## src/rtl/upd_pkg.sv

```systemverilog
// ----------------------------------------------------------------------------
// upd_pkg
// Shared types, character codes and the hex digit decode for the URL
// percent decoder.
// ----------------------------------------------------------------------------
package upd_pkg;

  typedef enum logic [1:0] {
    PH_TEXT = 2'd0,
    PH_HIGH = 2'd1,
    PH_LOW  = 2'd2
  } phase_t;

  typedef struct packed {
    logic       ok;
    logic [3:0] val;
  } hex_t;

  localparam logic [7:0] CH_PLUS    = 8'h2B;
  localparam logic [7:0] CH_SPACE   = 8'h20;
  localparam logic [7:0] CH_PERCENT = 8'h25;
  localparam logic [7:0] CH_0       = 8'h30;
  localparam logic [7:0] CH_9       = 8'h39;
  localparam logic [7:0] CH_LA      = 8'h61;
  localparam logic [7:0] CH_LF      = 8'h66;
  localparam logic [7:0] CH_UA      = 8'h41;
  localparam logic [7:0] CH_UF      = 8'h46;
  localparam logic [7:0] HEX_TEN    = 8'd10;

  function automatic hex_t hex_decode(input logic [7:0] b);
    hex_t       h;
    logic [7:0] t;
    h.ok  = 1'b1;
    h.val = 4'd0;
    t     = 8'd0;
    if (b >= CH_0 && b <= CH_9) begin
      t = b - CH_0;
    end else if (b >= CH_LA && b <= CH_LF) begin
      t = b - CH_LA + HEX_TEN;
    end else if (b >= CH_UA && b <= CH_UF) begin
      t = b - CH_UA + HEX_TEN;
    end else begin
      h.ok = 1'b0;
    end
    h.val = t[3:0];
    return h;
  endfunction

endpackage

```

## src/rtl/url_percent_decoder_core.sv

```systemverilog
// ----------------------------------------------------------------------------
// url_percent_decoder_core
// Streaming form-urlencoded decoder, one byte per item.
//
// Input channel: in_valid/in_stall carry in_byte and is_last. Result channel:
// res_valid/res_stall carry out_byte, out_valid and out_last. Every input
// item gives exactly one result item; out_valid marks results that carry a
// decoded character ('+' becomes space, %XX becomes its byte, escape bytes
// and broken escapes give out_valid 0 and out_byte 0).
// The input register takes each accepted item, which is decoded and moves
// on into the result register when that register is free. Throughput: one
// item per cycle while the receiver does not stall; the input register and
// the result register let a new item in while a finished result waits.
// Reset clears both register stages and returns the escape phase to normal
// text. When the receiver stalls, the result holds; the input register
// fills, and in_stall rises while both stages are full.
// ----------------------------------------------------------------------------
module url_percent_decoder_core import upd_pkg::*; (
  input  logic       clk,
  input  logic       rst,
  input  logic       in_valid,
  output logic       in_stall,
  input  logic [7:0] in_byte,
  input  logic       is_last,
  output logic       res_valid,
  input  logic       res_stall,
  output logic [7:0] out_byte,
  output logic       out_valid,
  output logic       out_last
);

  logic       s1_full;
  logic [7:0] s1_byte;
  logic       s1_last;
  logic       adv;
  logic [7:0] dec_byte;
  logic       dec_ok;

  assign adv      = s1_full & (~res_valid | ~res_stall);
  assign in_stall = s1_full & ~adv;

  always_ff @(posedge clk) begin
    if (rst) begin
      s1_full <= 1'b0;
    end else if (in_valid && !in_stall) begin
      s1_full <= 1'b1;
    end else if (adv) begin
      s1_full <= 1'b0;
    end
  end

  always_ff @(posedge clk) begin
    if (in_valid && !in_stall) begin
      s1_byte <= in_byte;
      s1_last <= is_last;
    end
  end

  upd_step u_step (
    .clk      (clk),
    .rst      (rst),
    .adv      (adv),
    .in_byte  (s1_byte),
    .is_last  (s1_last),
    .res_byte (dec_byte),
    .res_ok   (dec_ok)
  );

  always_ff @(posedge clk) begin
    if (rst) begin
      res_valid <= 1'b0;
    end else if (adv) begin
      res_valid <= 1'b1;
    end else if (!res_stall) begin
      res_valid <= 1'b0;
    end
  end

  always_ff @(posedge clk) begin
    if (adv) begin
      out_byte  <= dec_byte;
      out_valid <= dec_ok;
      out_last  <= s1_last;
    end
  end

endmodule

```

## src/rtl/upd_step.sv

```systemverilog
// ----------------------------------------------------------------------------
// upd_step
// Escape phase tracking and per-byte decode. Result is combinational from
// the current byte and state; state advances when adv is high.
// ----------------------------------------------------------------------------
module upd_step import upd_pkg::*; (
  input  logic       clk,
  input  logic       rst,
  input  logic       adv,
  input  logic [7:0] in_byte,
  input  logic       is_last,
  output logic [7:0] res_byte,
  output logic       res_ok
);

  phase_t     phase, phase_next;
  logic [3:0] high_nibble, high_nibble_next;
  logic       high_ok, high_ok_next;
  hex_t       dig;

  assign dig = hex_decode(in_byte);

  always_comb begin
    phase_next       = PH_TEXT;
    high_nibble_next = high_nibble;
    high_ok_next     = high_ok;
    case (phase)
      PH_HIGH: begin
        phase_next       = PH_LOW;
        high_nibble_next = dig.val;
        high_ok_next     = dig.ok;
      end
      PH_LOW: begin
        phase_next       = PH_TEXT;
        high_nibble_next = 4'd0;
        high_ok_next     = 1'b0;
      end
      default: begin
        phase_next = (in_byte == CH_PERCENT) ? PH_HIGH : PH_TEXT;
      end
    endcase
    if (is_last) begin
      phase_next       = PH_TEXT;
      high_nibble_next = 4'd0;
      high_ok_next     = 1'b0;
    end
  end

  always_comb begin
    res_byte = 8'd0;
    res_ok   = 1'b0;
    case (phase)
      PH_HIGH: begin
        res_byte = 8'd0;
        res_ok   = 1'b0;
      end
      PH_LOW: begin
        res_ok   = high_ok & dig.ok;
        res_byte = (high_ok & dig.ok) ? {high_nibble, dig.val} : 8'd0;
      end
      default: begin
        if (in_byte == CH_PERCENT) begin
          res_byte = 8'd0;
          res_ok   = 1'b0;
        end else if (in_byte == CH_PLUS) begin
          res_byte = CH_SPACE;
          res_ok   = 1'b1;
        end else begin
          res_byte = in_byte;
          res_ok   = 1'b1;
        end
      end
    endcase
  end

  always_ff @(posedge clk) begin
    if (rst) begin
      phase       <= PH_TEXT;
      high_nibble <= 4'd0;
      high_ok     <= 1'b0;
    end else if (adv) begin
      phase       <= phase_next;
      high_nibble <= high_nibble_next;
      high_ok     <= high_ok_next;
    end
  end

endmodule

```

## config.mk

```make
export PLATFORM = sky130hd
export DESIGN_NAME = url_percent_decoder_core
export DESIGN_NICKNAME = d
export VERILOG_FILES = /design/src/rtl/upd_pkg.sv /design/src/rtl/url_percent_decoder_core.sv /design/src/rtl/upd_step.sv
export SDC_FILE = /design/constraint.sdc
export NUM_CORES = 1
export LEC_CHECK = 0
export BUFFER_PORTS_ARGS = -buffer_cell sky130_fd_sc_hd__buf_2
export CELL_PAD_IN_SITES_DETAIL_PLACEMENT = 1
export CELL_PAD_IN_SITES_GLOBAL_PLACEMENT = 1
export CORE_MARGIN = 1.5
export CORE_UTILIZATION = 25
export DETAILED_ROUTE_END_ITERATION = 6
export HOLD_SLACK_MARGIN = 0.03
export PLACE_DENSITY_LB_ADDON = 0.1
export SYNTH_ARGS = -nofsm -noshare
export SYNTH_HDL_FRONTEND = slang
export SYNTH_SLANG_ARGS = --single-unit
```

## constraint.sdc

```tcl
create_clock -name clk -period 2.2 [get_ports clk]
set_input_delay 0.22 -clock clk [delete_from_list [all_inputs] [get_ports clk]]
set_output_delay 0.22 -clock clk [all_outputs]
set_load 0.02 [all_outputs]
```

## Word level (Yosys, flattened, before mapping)

Cells that the tools add are included.

| operators by class | value |
|---|---|
| $add $sub $neg | 5 |
| multiply operators | 0 |
| div/mod/pow operators | 0 |
| $lt $le $gt $ge | 6 |
| eq/ne operators | 5 |
| shift operators | 0 |
| muxes and demuxes | 23 |
| bitwise logic cells | 7 |
| reduce and logical (&&, ||, !) cells | 8 |

Operators by type and width:

| kind | count |
|---|---|
| 2-to-1 mux 8 bit | 3 |
| == test 8 x 6 -> 1 bit, second input constant | 2 |
| >= comparator 8 x 7 -> 1 bit, second input constant | 2 |
| less-or-equal comparator 8 x 7 -> 1 bit, second input constant | 2 |
| 2-to-1 mux 4 bit | 4 |
| case mux 8 bit (2 select lines) | 1 |
| subtractor 4 x 1 -> 4 bit, second input constant | 3 |
| 2-to-1 mux 1 bit | 10 |
| adder 4 bit, second input constant | 2 |
| >= comparator 8 x 6 -> 1 bit, second input constant | 1 |
| less-or-equal comparator 8 x 6 -> 1 bit, second input constant | 1 |
| case mux 4 bit (2 select lines) | 1 |
| logical AND 1 bit | 4 |
| case mux 1 bit (2 select lines) | 2 |
| case mux 2 bit (2 select lines) | 1 |
| AND 1 bit | 3 |
| NOT 1 bit | 3 |
| nonzero test 3 bit | 1 |
| == test 2 x 1 -> 1 bit, second input constant | 1 |
| == test 2 bit, second input constant | 1 |
| 2-to-1 mux 2 bit | 1 |
| inequality test 2 x 1 -> 1 bit, second input constant | 1 |
| AND reduction 2 bit | 1 |
| nonzero test 2 bit | 1 |
| other kinds (2) | 2 |

| word-level totals | value |
|---|---|
| register bits | 28 |
| latch bits | 0 |
| bits in writable memories | 0 |
| memory bits (read-only) | 0 |
| output and inout port bits | 12 |
| word-level logic and storage cells | 64 |
| memories kept | 0 |

## Logic depth before layout (Yosys ltp)

| logic depth | value |
|---|---|
| word-level depth | 8 |
| depth in mapped cells | 7 |
| mapped depth without buffers | 6 |

## Cells and area by module

A second synthesis with hierarchy kept.

| unflattened totals | value |
|---|---|
| cells, all modules | 105 |
| area total of the unflattened synthesis | 1316.3 µm² |

By module, submodules not included:

| module | instances | cells an instance | area an instance (µm²) |
|---|---|---|---|
| upd_step | 1 | 76 | 659.4 |
| url_percent_decoder_core | 1 | 29 | 656.9 |

## Worst setup path after synthesis

Ideal clock, no wire load.

| timing | value |
|---|---|
| path kind | register to register |
| from | register s1_byte[0] |
| to | register out_byte[4], data pin |
| setup time | 257 ps |
| data arrival time | 1563 ps |
| required time | 1943 ps |
| path slack | 380 ps |
| cell stages (with the launch flop) | 6 |
| clock period less this slack | 1820 ps |
| cells stage by stage | edfxtp_1 ha_1 o21ba_2 o21a_1 o21a_1 a22o_2 |

| on the way | value |
|---|---|
| word-level cells in the longest chain between the ends | 8 |
| elaborated cells on any way between the ends | 19 |
| those cells by class | order compare (6); eq/ne (2); mux (7); bitwise (1); reduce/logical (3) |

RTL lines:

| what | line | source |
|---|---|---|
| start: declaration | url_percent_decoder_core.sv:33 | `logic [7:0] s1_byte;` |
| start signal: assignment | url_percent_decoder_core.sv:54 | `s1_byte <= in_byte;` |
| >= comparator 8 x 7 -> 1 bit / less-or-equal comparator 8 x 7 -> 1 bit (equally long branches) | upd_pkg.sv:40 | `end else if (b >= CH_UA && b <= CH_UF) begin` |
| logical AND 1 bit | upd_pkg.sv:40 |  |
| 2-to-1 mux 1 bit | upd_pkg.sv:40 |  |
| 2-to-1 mux 1 bit | upd_pkg.sv:38 | `end else if (b >= CH_LA && b <= CH_LF) begin` |
| 2-to-1 mux 1 bit | upd_pkg.sv:36 | `if (b >= CH_0 && b <= CH_9) begin` |
| AND 1 bit | upd_step.sv:59 | `res_byte = (high_ok & dig.ok) ? {high_nibble, dig.val} : 8'd0;` |
| 2-to-1 mux 8 bit | upd_step.sv:59 |  |
| case mux 8 bit (2 select lines) * | upd_step.sv:52 | `case (phase)` |
| net dec_byte[4] | url_percent_decoder_core.sv:36 | `logic [7:0] dec_byte;` |
| end signal: assignment | url_percent_decoder_core.sv:81 | `out_byte <= dec_byte;` |
| end: declaration | url_percent_decoder_core.sv:27 | `output logic [7:0] out_byte,` |

The timed path passes the listed nets; every way through them passes the cells marked *.
A chain may end at the register's enable or synchronous reset.

## Worst setup path after layout

| timing | value |
|---|---|
| from | register s1_byte[1] |
| to | register out_byte[4], data pin |

The elaborated chain is that of the path after synthesis.

==> reports/results.md <==
- **setup TNS** 0 ns
- **final period utilization** 92.5%
- **final design utilization** 31.8%
- **Data arrival, critical path** 2.08 ns
- **TritonCTS clock tree** done
- **overall via count from detail_route** 1,027
- **count of cells resized by post-cts repair** 0
- **H-tree levels** 1
- **data required time of the critical path** 2.25 ns
- **antenna violations before repair** 0
- **FF/Latch Area** 751 um2
- **worst min-delay path class** input port to flip-flop
- **number of remaining DRC errors** 0
- **critical path launch point type** flip-flop
- **Starting Density** 25.9%
- **overall fraction of global-route tracks in use** 11.1%
- **cts hold-fix bufs** 0
- **Post-layout nets** 169
- **r2r startpoint** s1_byte[1]
- **Most used DFF post-synth** sky130_fd_sc_hd__edfxtp_1
- **cell count after synthesis** 117
- **combined buffer and inverter count along the critical path** 1
- **clock net sink count** 28
- **cell repeated most along the worst path** sky130_fd_sc_hd__o21a_1
- **multi-input combinational cell area** 533 um2
- **die footprint** 0.00578 mm2
- **number of setup violations in the final report** 0
- **outcome** completed
- **Synth Area per Inst** 11.4 um2
- **die width** 76.0 um
- **fill cell total of the finished layout** 615
- **yosys warns** 0
- **final number of hold-violating endpoints** 0
- **timing startpoint of the critical path** s1_byte[1]
- **number of buffers on the longest clock path** 2
- **min cycle time layout** 2.03 ns
- **via-per-instance ratio** 4.69
- **Syn Nets** 136
- **later-pin clock latency in the skew report** 0.29 ns
- **uppermost metal layer occupied by signal nets** met4
- **area of the core region** 0.00514 mm2
- **launch instance of the worst min-delay path** in_byte[4]
- **met1 WL** 1.51 mm
- **Top delay family on crit path** compound AO/OA/AOI/OAI gates
- **async set-or-reset flop fraction in the synthesized netlist** 0%
- **part of the Yosys area used for sequential elements** 56.3%
- **vertical extent of the die** 76.0 um
- **path type of the worst setup path** flip-flop to flip-flop
- **number of input and output port buffers inserted** 24
- **routed wl met2** 1.43 mm
- **Hold Slack** 0.100 ns
- **fraction of layout cells with a size suffix above 1** 28.9%
- **Critical-path top delay cell** sky130_fd_sc_hd__edfxtp_1
- **row cnt** 26
- **clock root buffer** sky130_fd_sc_hd__clkbuf_8
- **post-synthesis instance area** 0.00133 mm2
- **routed wire length per instance** 14.3 um
- **endpoint kind of the worst setup timing path** flip-flop
- **drt first-iter violations** 64
- **RSZ-0062 raised after global routing** false
- **Final Wtd Congestion** 0.872
- **actual slew at the worst max-slew pin** 0.424 ns
- **count of distinct cell types in the synthesized netlist** 42
- **power density over the cells** 630 mW/mm2
- **maximum fanout along the worst path** 9
- **total congestion overflow after global routing** 0
- **area delta synth->final** 22.4%
- **maximum vdd drop** 270 uV
- **static leakage power** 0.614 nW
- **met3 layer wire length in the routed design** 132 um
- **detailed placement HPWL** 2.37 mm
- **DRT antenna net count** 0
- **Detailed Route WL** 3.13 mm
- **maximum number of pins on one net before global-route repair** 16
- **CP max stage delay** 0.44 ns
- **clock-pin transition on the worst setup and hold timing paths** 0.10 ns
- **vias in the first global route** 992
- **total of flip-flops plus latches after synthesis** 28
- **number of top-level pins** 25
- **detailed-routing iteration count for the pre-antenna-repair pass** 4
- **achievable frequency** 492 MHz
- **total CTS buffers** 3
- **Worst slew margin** 71.3%
- **cell-by-cell trace of the critical path** inv_1, ha_1, o21ba_2, o21a_1, o21a_1, a22o_2
- **Post-DP Area** 0.00157 mm2
- **number of enable-type register cells in the synthesized netlist** 19
- **worst setup skew after layout** 0.00423 ns
- **Final Max Slew Viols** 0
- **number of diodes** 0
- **wire length of the first global-routing pass** 5.07 mm
- **Max-cap violations** 0
- **Final Instance Area** 0.00163 mm2
[flip-flops by register name (all words and copies together), names as in the netlist]
name	flops
u_step.phase	2
res_valid	1
u_step.high_ok	1
out_byte	8
s1_byte	8
s1_last	1
out_valid	1
out_last	1
s1_full	1
u_step.high_nibble	4
[kinds of logic after synthesis]
family,count (synthesis),share of synthesized area [%]
compound gates,34,17.5
simple gates,38,16.8
fa+ha+maj,6,5.63
buf+inv,11,3.75
flops,28,56.3
[what timing repair did]
action / 4_1_cts / 5_1_grt
endpoints found under the setup margin: 0 / 3
hold endpoints to repair: 0 / 0
buffers inserted: 0 / 1
[worst reg2reg max path, cell delays in order, from the launching register on]
cell	delay [ns]
sky130_fd_sc_hd__edfxtp_1	0.44
sky130_fd_sc_hd__inv_1	0.12
sky130_fd_sc_hd__ha_1	0.22
sky130_fd_sc_hd__o21ba_2	0.24
sky130_fd_sc_hd__o21a_1	0.28
sky130_fd_sc_hd__o21a_1	0.26
sky130_fd_sc_hd__a22o_2	0.23
[routing by layer]
layer,vias to the layer above,GRT usage [%]
met5,-,0
met4,0,5.00
met3,5,2.40
met2,28,17.2
met1,493,14.8
li1,501,-
[synth_stat cells (all sizes together), types with 2 or more instances]
cell,number,area share [%]
o21ai,8,3.0
inv,7,2.0
and3b,2,1.3
a22o,3,2.1
nor2,5,2.0
o21a,2,1.1
nand3b,2,1.1
a21oi,9,3.4
o211ai,2,1.1
or4b,2,1.8
nand4,2,0.94
or3,2,0.94
ha,6,5.6
clkbuf,3,0.94
dfxtp,9,14
edfxtp,19,43
nand2,14,3.9
[report_power, final]
group          internal [mW]  total, mW  switching [mW]
sequential             0.584      0.598          0.0141
clock                  0.161      0.334           0.173
combinational         0.0407     0.0960          0.0553
[through the flow]
| stage | power [mW] | std cells | setup WS (ns) |
|---|---|---|---|
| after floorplan | 0.663 | 117 | 0.380 |
| after global placement | 0.705 | 214 | 0.127 |
| after detailed placement | 0.706 | 214 | 0.153 |
| after CTS | 1.04 | 218 | 0.129 |
| after global routing | 1.06 | 219 | 0.0375 |
| final | 1.03 | 219 | 0.166 |
[worst paths after layout]
| path | slack (ns) | depth (start not counted) | to |
|---|---|---|---|
| setup reg to reg | 0.17 | 6 | out_byte[4] |
| hold / removal | 0.10 | 1 | s1_byte[4] |
| setup / recovery | 0.17 | 6 | out_byte[4] |
| hold reg to reg | 0.46 | 2 | u_step.high_ok |
[placed cells by master (no fill, tap or decap), types with 2 or more instances in the layout]
master                      n
sky130_fd_sc_hd__o211ai_1   2
sky130_fd_sc_hd__nand2_1   14
sky130_fd_sc_hd__buf_4      8
sky130_fd_sc_hd__and3b_1    2
sky130_fd_sc_hd__o21a_1     2
sky130_fd_sc_hd__o21ai_1    3
sky130_fd_sc_hd__buf_2     24
sky130_fd_sc_hd__inv_1      7
sky130_fd_sc_hd__nand3b_1   2
sky130_fd_sc_hd__nand4_1    2
sky130_fd_sc_hd__dfxtp_1    9
sky130_fd_sc_hd__clkbuf_8   4
sky130_fd_sc_hd__ha_1       6
sky130_fd_sc_hd__a22o_1     2
sky130_fd_sc_hd__o21ai_0    5
sky130_fd_sc_hd__a21oi_1    9
sky130_fd_sc_hd__edfxtp_1  19
sky130_fd_sc_hd__or3_1      2
sky130_fd_sc_hd__nor2_1     4
[final cells by class]
cell class	count	area share (%)
sequential	28	46.0
multi-input combinational	78	32.6
timing repair buffer	32	11.0
tap	70	5.36
clock buffer	4	3.37
inverter	7	1.61
No activity file was read; power rests on OpenSTA's default activity.
